### config.mk
export PLATFORM = sky130hd
export DESIGN_NAME = aesenc_key_exp
export DESIGN_NICKNAME = d
export VERILOG_FILES = /design/src/hw/rtl/aesenc_pkg.sv /design/src/hw/rtl/aesenc_key_exp.sv
export SDC_FILE = /design/constraint.sdc
export NUM_CORES = 2
export LEC_CHECK = 0
export CORE_AREA = 4 4 769 771
export CTS_BUF_LIST = sky130_fd_sc_hd__clkbuf_16
export DETAILED_ROUTE_END_ITERATION = 16
export DIE_AREA = 0 0 773 775
export DONT_BUFFER_PORTS = 1
export PLACE_DENSITY_LB_ADDON = 0.15
export SYNTH_ARGS = -nofsm -noshare
export SYNTH_HDL_FRONTEND = slang
export SYNTH_SLANG_ARGS = --single-unit
### constraint.sdc
create_clock -name clock -period 11.1 [get_ports clock]
set_input_delay 1.11 -clock clock [delete_from_list [all_inputs] [get_ports clock]]
set_output_delay 1.11 -clock clock [all_outputs]
set_load 0.01 [all_outputs]
### src/hw/rtl/aesenc_pkg.sv
// AES-256 encryption package: block types, S-box table and GF(2^8) helpers.
// Used by the key expander, the round logic and the top level.
package aesenc_pkg;

   localparam int NUM_ROUNDS = 14;
   localparam int KEY_WORDS  = 8;

   typedef logic [127:0] block_type;
   typedef logic [31:0]  word_type;

   typedef struct packed {
      logic busy;
      logic loading;
   } key_status_type;

   localparam logic [7:0] SBOX [256] = '{
      8'h63,8'h7c,8'h77,8'h7b,8'hf2,8'h6b,8'h6f,8'hc5,8'h30,8'h01,8'h67,8'h2b,8'hfe,8'hd7,8'hab,8'h76,
      8'hca,8'h82,8'hc9,8'h7d,8'hfa,8'h59,8'h47,8'hf0,8'had,8'hd4,8'ha2,8'haf,8'h9c,8'ha4,8'h72,8'hc0,
      8'hb7,8'hfd,8'h93,8'h26,8'h36,8'h3f,8'hf7,8'hcc,8'h34,8'ha5,8'he5,8'hf1,8'h71,8'hd8,8'h31,8'h15,
      8'h04,8'hc7,8'h23,8'hc3,8'h18,8'h96,8'h05,8'h9a,8'h07,8'h12,8'h80,8'he2,8'heb,8'h27,8'hb2,8'h75,
      8'h09,8'h83,8'h2c,8'h1a,8'h1b,8'h6e,8'h5a,8'ha0,8'h52,8'h3b,8'hd6,8'hb3,8'h29,8'he3,8'h2f,8'h84,
      8'h53,8'hd1,8'h00,8'hed,8'h20,8'hfc,8'hb1,8'h5b,8'h6a,8'hcb,8'hbe,8'h39,8'h4a,8'h4c,8'h58,8'hcf,
      8'hd0,8'hef,8'haa,8'hfb,8'h43,8'h4d,8'h33,8'h85,8'h45,8'hf9,8'h02,8'h7f,8'h50,8'h3c,8'h9f,8'ha8,
      8'h51,8'ha3,8'h40,8'h8f,8'h92,8'h9d,8'h38,8'hf5,8'hbc,8'hb6,8'hda,8'h21,8'h10,8'hff,8'hf3,8'hd2,
      8'hcd,8'h0c,8'h13,8'hec,8'h5f,8'h97,8'h44,8'h17,8'hc4,8'ha7,8'h7e,8'h3d,8'h64,8'h5d,8'h19,8'h73,
      8'h60,8'h81,8'h4f,8'hdc,8'h22,8'h2a,8'h90,8'h88,8'h46,8'hee,8'hb8,8'h14,8'hde,8'h5e,8'h0b,8'hdb,
      8'he0,8'h32,8'h3a,8'h0a,8'h49,8'h06,8'h24,8'h5c,8'hc2,8'hd3,8'hac,8'h62,8'h91,8'h95,8'he4,8'h79,
      8'he7,8'hc8,8'h37,8'h6d,8'h8d,8'hd5,8'h4e,8'ha9,8'h6c,8'h56,8'hf4,8'hea,8'h65,8'h7a,8'hae,8'h08,
      8'hba,8'h78,8'h25,8'h2e,8'h1c,8'ha6,8'hb4,8'hc6,8'he8,8'hdd,8'h74,8'h1f,8'h4b,8'hbd,8'h8b,8'h8a,
      8'h70,8'h3e,8'hb5,8'h66,8'h48,8'h03,8'hf6,8'h0e,8'h61,8'h35,8'h57,8'hb9,8'h86,8'hc1,8'h1d,8'h9e,
      8'he1,8'hf8,8'h98,8'h11,8'h69,8'hd9,8'h8e,8'h94,8'h9b,8'h1e,8'h87,8'he9,8'hce,8'h55,8'h28,8'hdf,
      8'h8c,8'ha1,8'h89,8'h0d,8'hbf,8'he6,8'h42,8'h68,8'h41,8'h99,8'h2d,8'h0f,8'hb0,8'h54,8'hbb,8'h16
   };

   localparam logic [7:0] POLY_REDUCE = 8'h1b;
   localparam logic [7:0] RCON_FIRST  = 8'h01;

   function automatic logic [7:0] xtime(input logic [7:0] a);
      xtime = {a[6:0], 1'b0} ^ (a[7] ? POLY_REDUCE : 8'h00);
   endfunction

   function automatic word_type sub_word(input word_type w);
      sub_word = {SBOX[w[31:24]], SBOX[w[23:16]], SBOX[w[15:8]], SBOX[w[7:0]]};
   endfunction

endpackage

### src/hw/rtl/aesenc_key_exp.sv
// AES-256 key registers and key expander, one schedule word per cycle.
// Depends on aesenc_pkg. Holds the full schedule in flip-flops.
module aesenc_key_exp #(
   parameter int NUM_ROUNDS = aesenc_pkg::NUM_ROUNDS
) (
   input  logic                                    clock,
   input  logic                                    reset,
   input  logic                                    csr_we,
   input  logic [1:0]                              csr_index,
   input  logic [63:0]                             csr_wdata,
   output aesenc_pkg::key_status_type              status,
   output logic [NUM_ROUNDS:0][127:0]              round_keys
);
   import aesenc_pkg::*;

   localparam int RK_DEPTH = 4 * (NUM_ROUNDS + 1);
   localparam int IDX_W    = $clog2(RK_DEPTH);
   localparam logic [IDX_W-1:0] IDX_FIRST = IDX_W'(KEY_WORDS);
   localparam logic [IDX_W-1:0] IDX_LAST  = IDX_W'(RK_DEPTH - 1);

   logic [63:0]      key_ff [4];
   word_type         rk_ff [RK_DEPTH];
   word_type         win_ff [KEY_WORDS];
   logic [IDX_W-1:0] idx_ff, idx_in;
   logic [7:0]       rcon_ff, rcon_in;
   logic             start_ff, start_in;
   logic             busy_ff, busy_in;
   word_type         temp, new_word;

   always_comb begin
      temp = win_ff[KEY_WORDS-1];
      rcon_in = rcon_ff;
      unique case (idx_ff[2:0])
         3'd0: begin
            temp = sub_word({temp[23:0], temp[31:24]}) ^ {rcon_ff, 24'h0};
            rcon_in = xtime(rcon_ff);
         end
         3'd4: temp = sub_word(temp);
         default: temp = temp;
      endcase
      new_word = win_ff[0] ^ temp;
      start_in = csr_we;
      busy_in  = start_ff || (busy_ff && (idx_ff != IDX_LAST));
      idx_in   = start_ff ? IDX_FIRST : idx_ff + 1'b1;
   end

   always_ff @(posedge clock) begin
      if (reset) begin
         for (int i = 0; i < 4; i++) key_ff[i] <= '0;
         start_ff <= 1'b1;
         busy_ff  <= 1'b0;
      end else begin
         if (csr_we) key_ff[csr_index] <= csr_wdata;
         start_ff <= start_in;
         busy_ff  <= busy_in;
      end
   end

   always_ff @(posedge clock) begin
      if (start_ff) begin
         for (int i = 0; i < 4; i++) begin
            rk_ff[2*i]      <= key_ff[i][63:32];
            rk_ff[2*i+1]    <= key_ff[i][31:0];
            win_ff[2*i]     <= key_ff[i][63:32];
            win_ff[2*i+1]   <= key_ff[i][31:0];
         end
         idx_ff  <= idx_in;
         rcon_ff <= RCON_FIRST;
      end else if (busy_ff) begin
         rk_ff[idx_ff] <= new_word;
         for (int i = 0; i < KEY_WORDS - 1; i++) win_ff[i] <= win_ff[i+1];
         win_ff[KEY_WORDS-1] <= new_word;
         idx_ff  <= idx_in;
         rcon_ff <= rcon_in;
      end
   end

   always_comb begin
      for (int r = 0; r <= NUM_ROUNDS; r++) begin
         round_keys[r] = {rk_ff[4*r], rk_ff[4*r+1], rk_ff[4*r+2], rk_ff[4*r+3]};
      end
   end

   assign status.busy    = busy_ff;
   assign status.loading = start_ff;

   a_finish: assert property (@(posedge clock) disable iff (reset)
      busy_ff && !start_ff && idx_ff == IDX_LAST |=> !busy_ff)
      else $error("key expander ran past last word");
   a_restart: assert property (@(posedge clock) disable iff (reset)
      csr_we |=> start_ff)
      else $error("key write did not restart expansion");
   a_run: assert property (@(posedge clock) disable iff (reset)
      start_ff |=> busy_ff && idx_ff == IDX_FIRST)
      else $error("expansion did not start at first derived word");

endmodule

### Yosys cells after proc, flatten, opt, wreduce, memory -nomap -nowiden

Memories as Yosys holds them, arrays and structs flattened.
Index checks and enable logic that the tools add are counted.

| operators by class | value |
|---|---|
| add/sub/neg operators | 1 |
| magnitude comparators | 4 |
| eq/ne operators | 2 |
| multiplexer cells | 37 |
| bitwise logic cells | 15 |
| reduce and logical (&&, ||, !) cells | 7 |

Operators by type and width:

| operator | number |
|---|---|
| 32-bit 2-to-1 mux | 9 |
| 64-bit 2-to-1 mux | 1 |
| 8-bit 2-to-1 mux | 8 |
| 32-bit one-hot mux with 2 select lines | 1 |
| 64-bit OR reduction | 1 |
| 32-bit bitwise XOR | 2 |
| 9-bit greater-or-equal comparator (second input constant) | 4 |
| 8-bit inverter with 9-bit output | 4 |
| 32-bit OR reduction | 1 |
| 6-bit 2-to-1 mux | 4 |
| 1-bit 2-to-1 mux | 12 |
| 1-bit bitwise OR | 8 |
| 8-bit by 5-bit bitwise XOR with 8-bit output | 1 |
| 6-bit by 1-bit adder with 6-bit output (second input constant) | 1 |
| 6-bit inequality test (second input constant) | 1 |
| 5-bit 2-to-1 mux | 1 |
| 3-bit == test (second input constant) | 1 |
| 3-bit zero test | 1 |
| 2-bit 2-to-1 mux | 1 |
| 2-bit AND reduction | 1 |
| 2-bit nonzero test | 1 |
| 1-bit logical AND | 1 |
| 1-bit logical OR | 1 |

| storage, ports and cells | value |
|---|---|
| flip-flop bits (word level) | 16 |
| bits in writable memories | 2432 |
| memory bits (read-only) | 8192 |
| input bits | 69 |
| output and inout bits | 1922 |
| memories kept | 7 |

Memory list:

| memory | depth | bits a word | rd ports | clocked after memory_dff | write ports | RTL line | source |
|---|---|---|---|---|---|---|---|
| (name not given) | 256 | 8 | 1 | 0 | 0 | aesenc_pkg.sv:43 | `sub_word = {SBOX[w[31:24]], SBOX[w[23:16]], SBOX[w[15:8]], SBOX[w[7:0]]};` |
| (name not given) | 256 | 8 | 1 | 0 | 0 | aesenc_pkg.sv:43 |  |
| (name not given) | 256 | 8 | 1 | 0 | 0 | aesenc_pkg.sv:43 |  |
| (name not given) | 256 | 8 | 1 | 0 | 0 | aesenc_pkg.sv:43 |  |
| rk_ff | 60 | 32 | 60 | 0 | 8 | aesenc_key_exp.sv:22 | `word_type rk_ff [RK_DEPTH];` |
| key_ff | 4 | 64 | 4 | 0 | 4 | aesenc_key_exp.sv:21 | `logic [63:0] key_ff [4];` |
| +1 memories | n/a | n/a | n/a | n/a | n/a | n/a |  |

### Logic depth before layout (Yosys ltp)

| depth | value |
|---|---|
| depth after elaboration | 8 |
| depth in mapped cells | 15 |

### Worst setup path before layout

Ideal clock, no wire load.

| path | value |
|---|---|
| path kind | register to register |
| start | memory win_ff[1][113] (netlist bit) |
| end | memory rk_ff[10][25] (netlist bit) (data pin) |
| setup time | 0.520 ns |
| arrival | 4.619 ns |
| setup slack | 5.961 ns |
| stages on the path, launching flop included | 15 |
| buffers on the path | 4 |
| cells stage by stage | edfxtp_1 -> buf_2 -> buf_2 -> inv_1 -> ha_1 -> clkbuf_1 -> and2_1 -> clkbuf_1 -> nor3_1 -> o31ai_1 -> o211ai_1 -> a32oi_1 -> mux2i_1 -> a221o_1 -> xor2_1 |

RTL lines:

| element | RTL line | source |
|---|---|---|
| start, declared | aesenc_key_exp.sv:23 | `word_type win_ff [KEY_WORDS];` |
| end, declared | aesenc_key_exp.sv:22 |  |

==> flow_summary_export.csv <==
group,metric,value,unit
outcome,status,"finished clean",
place,gp_congestion,0.908,
yosys,seq_area_frac_synth,0.758,
place,place_area,108000,um2
cts,tritoncts,"done",
yosys,synthAdderAreaFrac,0.00801,
layout,stdcell_count,14200,
cts,cts-root-buf,"clkbuf_16",
layout,stdcell_area,117000,um2
timing,setup_viol,0,
layout,utilization,0.200,
yosys,ys_types,103,
layout,fin_nets,6262,
floorplanning,start_util,0.166,
yosys,ys_top_cells_by_area,"edfxtp_1 (76%), mux2_2 (4.0%), and2_1 (1.8%)",
layout,layout-area-overhead-vs-synth,20.8,%
cts,clock_sinks,2448,
timing,worst-slew-pin-transition,1.45,ns
setup_path,slowest_delay,1.14,ns
timing,drv_slew,0,
setup_path,criticalPathCategory,"reg2reg",
route,first_pass_iters,5,
cts,cts_hold_buffers,0,
floorplanning,die_h,775,um
yosys,syn_area,96900,um2
hold_path,hold_path.class,"in2reg",
timing,tns,0,ns
global_routing,grt_pass1_wl,703000,um
timing,rsz0062_at_grt,"no",
setup_path,critPathTopFamily,"compound AO/OA/AOI/OAI gates",
yosys,synth-seq-cells,2448,
timing,hold_viol,0,
yosys,synth_edf_count,2438,
job,max_cap_violations,0,
yosys,synthArstFlopShare,0,
setup_path,startpoint_type,"flip-flop",
yosys,synthCells,6015,
pwr,leakage,36.9,nW
yosys,synth_top_cell_area_share,0.756,
floorplanning,fp.dieW,773,um
setup_path,worstPathCellList,"buf_4 -> inv_1 -> ha_1 -> nor2b_1 -> o21ai_0 -> o311ai_0 -> a31o_2 -> a211oi_1 -> nand3_1 -> a31oi_1 -> xnor2_2 -> inv_6",
setup_path,cp.arrival,7.86,ns
global_routing,overflow,0,
yosys,synthMuxAreaShare,0.0526,
pwr,vdd_drop_max,0.241,mV
layout,layout-drive-gt1-share,0.191,
setup_path,path_buf_inv,3,
yosys,synth_compound_gate_area_share,0.0790,
yosys,synth_top_family_by_area,"compound AO/OA/AOI/OAI gates",
setup_path,crit_path_top_delay_cell,"ha_1",
route,num_vias,60200,
timing,fin_ws,3.74,ns
route,routed_wl,558000,um
cts,cts_made_buffers,288,
route,drt_iter0_drc,6817,
yosys,ys_warn_count,0,
cts,ctsHtreeMaxLevel,5,
yosys,yosys_most_used_dff,"edfxtp_1",
global_routing,antenna_found_initial,93,
cts,cts_setup_buffers,0,
route,viasPerCell,4.23,
yosys,yosysTopAreaCell,"edfxtp_1",
yosys,yosys.area_share.simple,0.0743,
yosys,syn_area_per_cell,16.1,um2
floorplanning,rows,281,
global_routing,grt_max_degree,120,
timing,clock.fmax,136,MHz
floorplanning,die-area,599000,um2
place,dp_slack,3.70,ns
yosys,synth_xor_area_frac,0.00651,
setup_path,worstSetupEndpointType,"flip-flop",
route,drc_errors,0,
cts,ctsResizeCount,0,
floorplanning,fp.coreArea,584000,um2
setup_path,worst-path-max-fanout,54,
place,dp_cells,13600,
route,final_antenna_net_count,0,
floorplanning,num_io_pins,1991,
pwr,powerDensity,249,nW/um2
timing,min_period_over_period,0.663,
timing,max_slew_margin,0.0360,
place,port_buffers,0,
global_routing,first_global_vias,59400,
global_routing,track_usage,0.177,
yosys,synth_fp_nets,6146,
cts,clockBufferDepth,4,
place,hpwl,393000,um
timing,finClkSkew,0.0938,ns
cts,path_clk_slew,0.06,ns
timing,fin_crit,7.36,ns
setup_path,cp.required,11.59,ns
route,avgRoutedWirePerCell,39.2,um
cts,insertion_delay,0.96,ns
[flip-flops by register name, indices dropped and copies added (netlist names)]
| register | count |
|---|---|
| key_ff | 256 |
| win_ff | 256 |
| rk_ff | 1920 |
| rcon_ff | 8 |
| busy_ff | 1 |
| idx_ff | 6 |
| start_ff | 1 |
[cells in the mapped netlist, types with 29 or more instances]
master     instances
nor2b_1           95
or3_1             31
o311ai_0          38
o211ai_1          59
or2_2             29
clkbuf_1         241
mux2i_1           49
a2111oi_0         31
buf_2            125
nor3_1            95
a211oi_1          69
nand2_1          348
a311oi_1          35
a21oi_1          178
edfxtp_1        2438
and2_1           286
ha_1              62
a31oi_1           57
nor2_1           237
mux2_2           344
o21ai_0          322
mux4_2            32
nand2b_1          95
nand3_1           67
inv_1             70
[layer usage]
metal,vias up,GRT usage,routed length [um]
met4,10,0.0524,18500
met5,-,0,67
met2,3437,0.312,280000
li1,23700,-,-
met1,32500,0.210,216000
met3,590,0.0492,43800
[layout by cell type (no fill, tap or decap), drive strengths merged, types with 32 or more instances in the layout]
cell type	count
a211oi	70
a21oi	179
a311oi	35
a31oi	57
and2	288
buf	243
clkbuf	289
clkinv	141
diode	98
edfxtp	2438
ha	62
inv	147
mux2	345
mux2i	49
mux4	32
nand2	349
nand2b	96
nand3	67
nor2	241
nor2b	95
nor3	95
o211ai	59
o21ai	338
o311ai	38
or2	34
[cells by family (layout without fill, tap and decap cells)]
family / count (synthesis) / count (layout)
buffers and inverters: 496 / 846
flip-flops: 2448 / 2448
adder cells (fa/ha/maj): 62 / 62
XOR/XNOR: 57 / 57
AO/OA/AOI/OAI: 1128 / 1128
other: 0 / 98
AND/OR/NAND/NOR: 1398 / 1398
multiplexers: 426 / 426
[final timing paths]
check                     start             to  slack (ns)  cells past startpoint
setup reg to reg  win_ff[1][97]  rk_ff[14][10]        3.74                     12
hold / removal            reset        busy_ff        0.28                      1
setup / recovery  win_ff[1][97]  rk_ff[14][10]        3.74                     12
hold reg to reg      rcon_ff[5]     rcon_ff[6]        0.50                      2
[layout make-up]
| cell class | instances | area (um2) |
|---|---|---|
| Fill cell | 62300 | 467000 |
| Sequential cell | 2448 | 73400 |
| Multi-Input combinational cell | 3071 | 22200 |
| Tap cell | 7782 | 9740 |
| Clock buffer | 289 | 7230 |
| Clock inverter | 235 | 1960 |
| Timing Repair Buffer | 243 | 1890 |
| Inverter | 79 | 369 |
| Antenna cell | 98 | 245 |
[through the flow]
stage	total power [mW]	hold slack (ns)
after floorplan	15.0	0.454
after global placement	20.2	0.493
after detailed placement	20.1	0.487
after CTS	29.7	0.163
after global routing	30.2	0.192
final	29.1	0.281
[power breakdown]
group          internal, mW  total, mW  switching (mW)
Sequential             11.6       12.1           0.404
Clock                  5.20       9.35            4.15
Combinational          1.42       7.74            6.32
(Power assumes the default switching activity.)
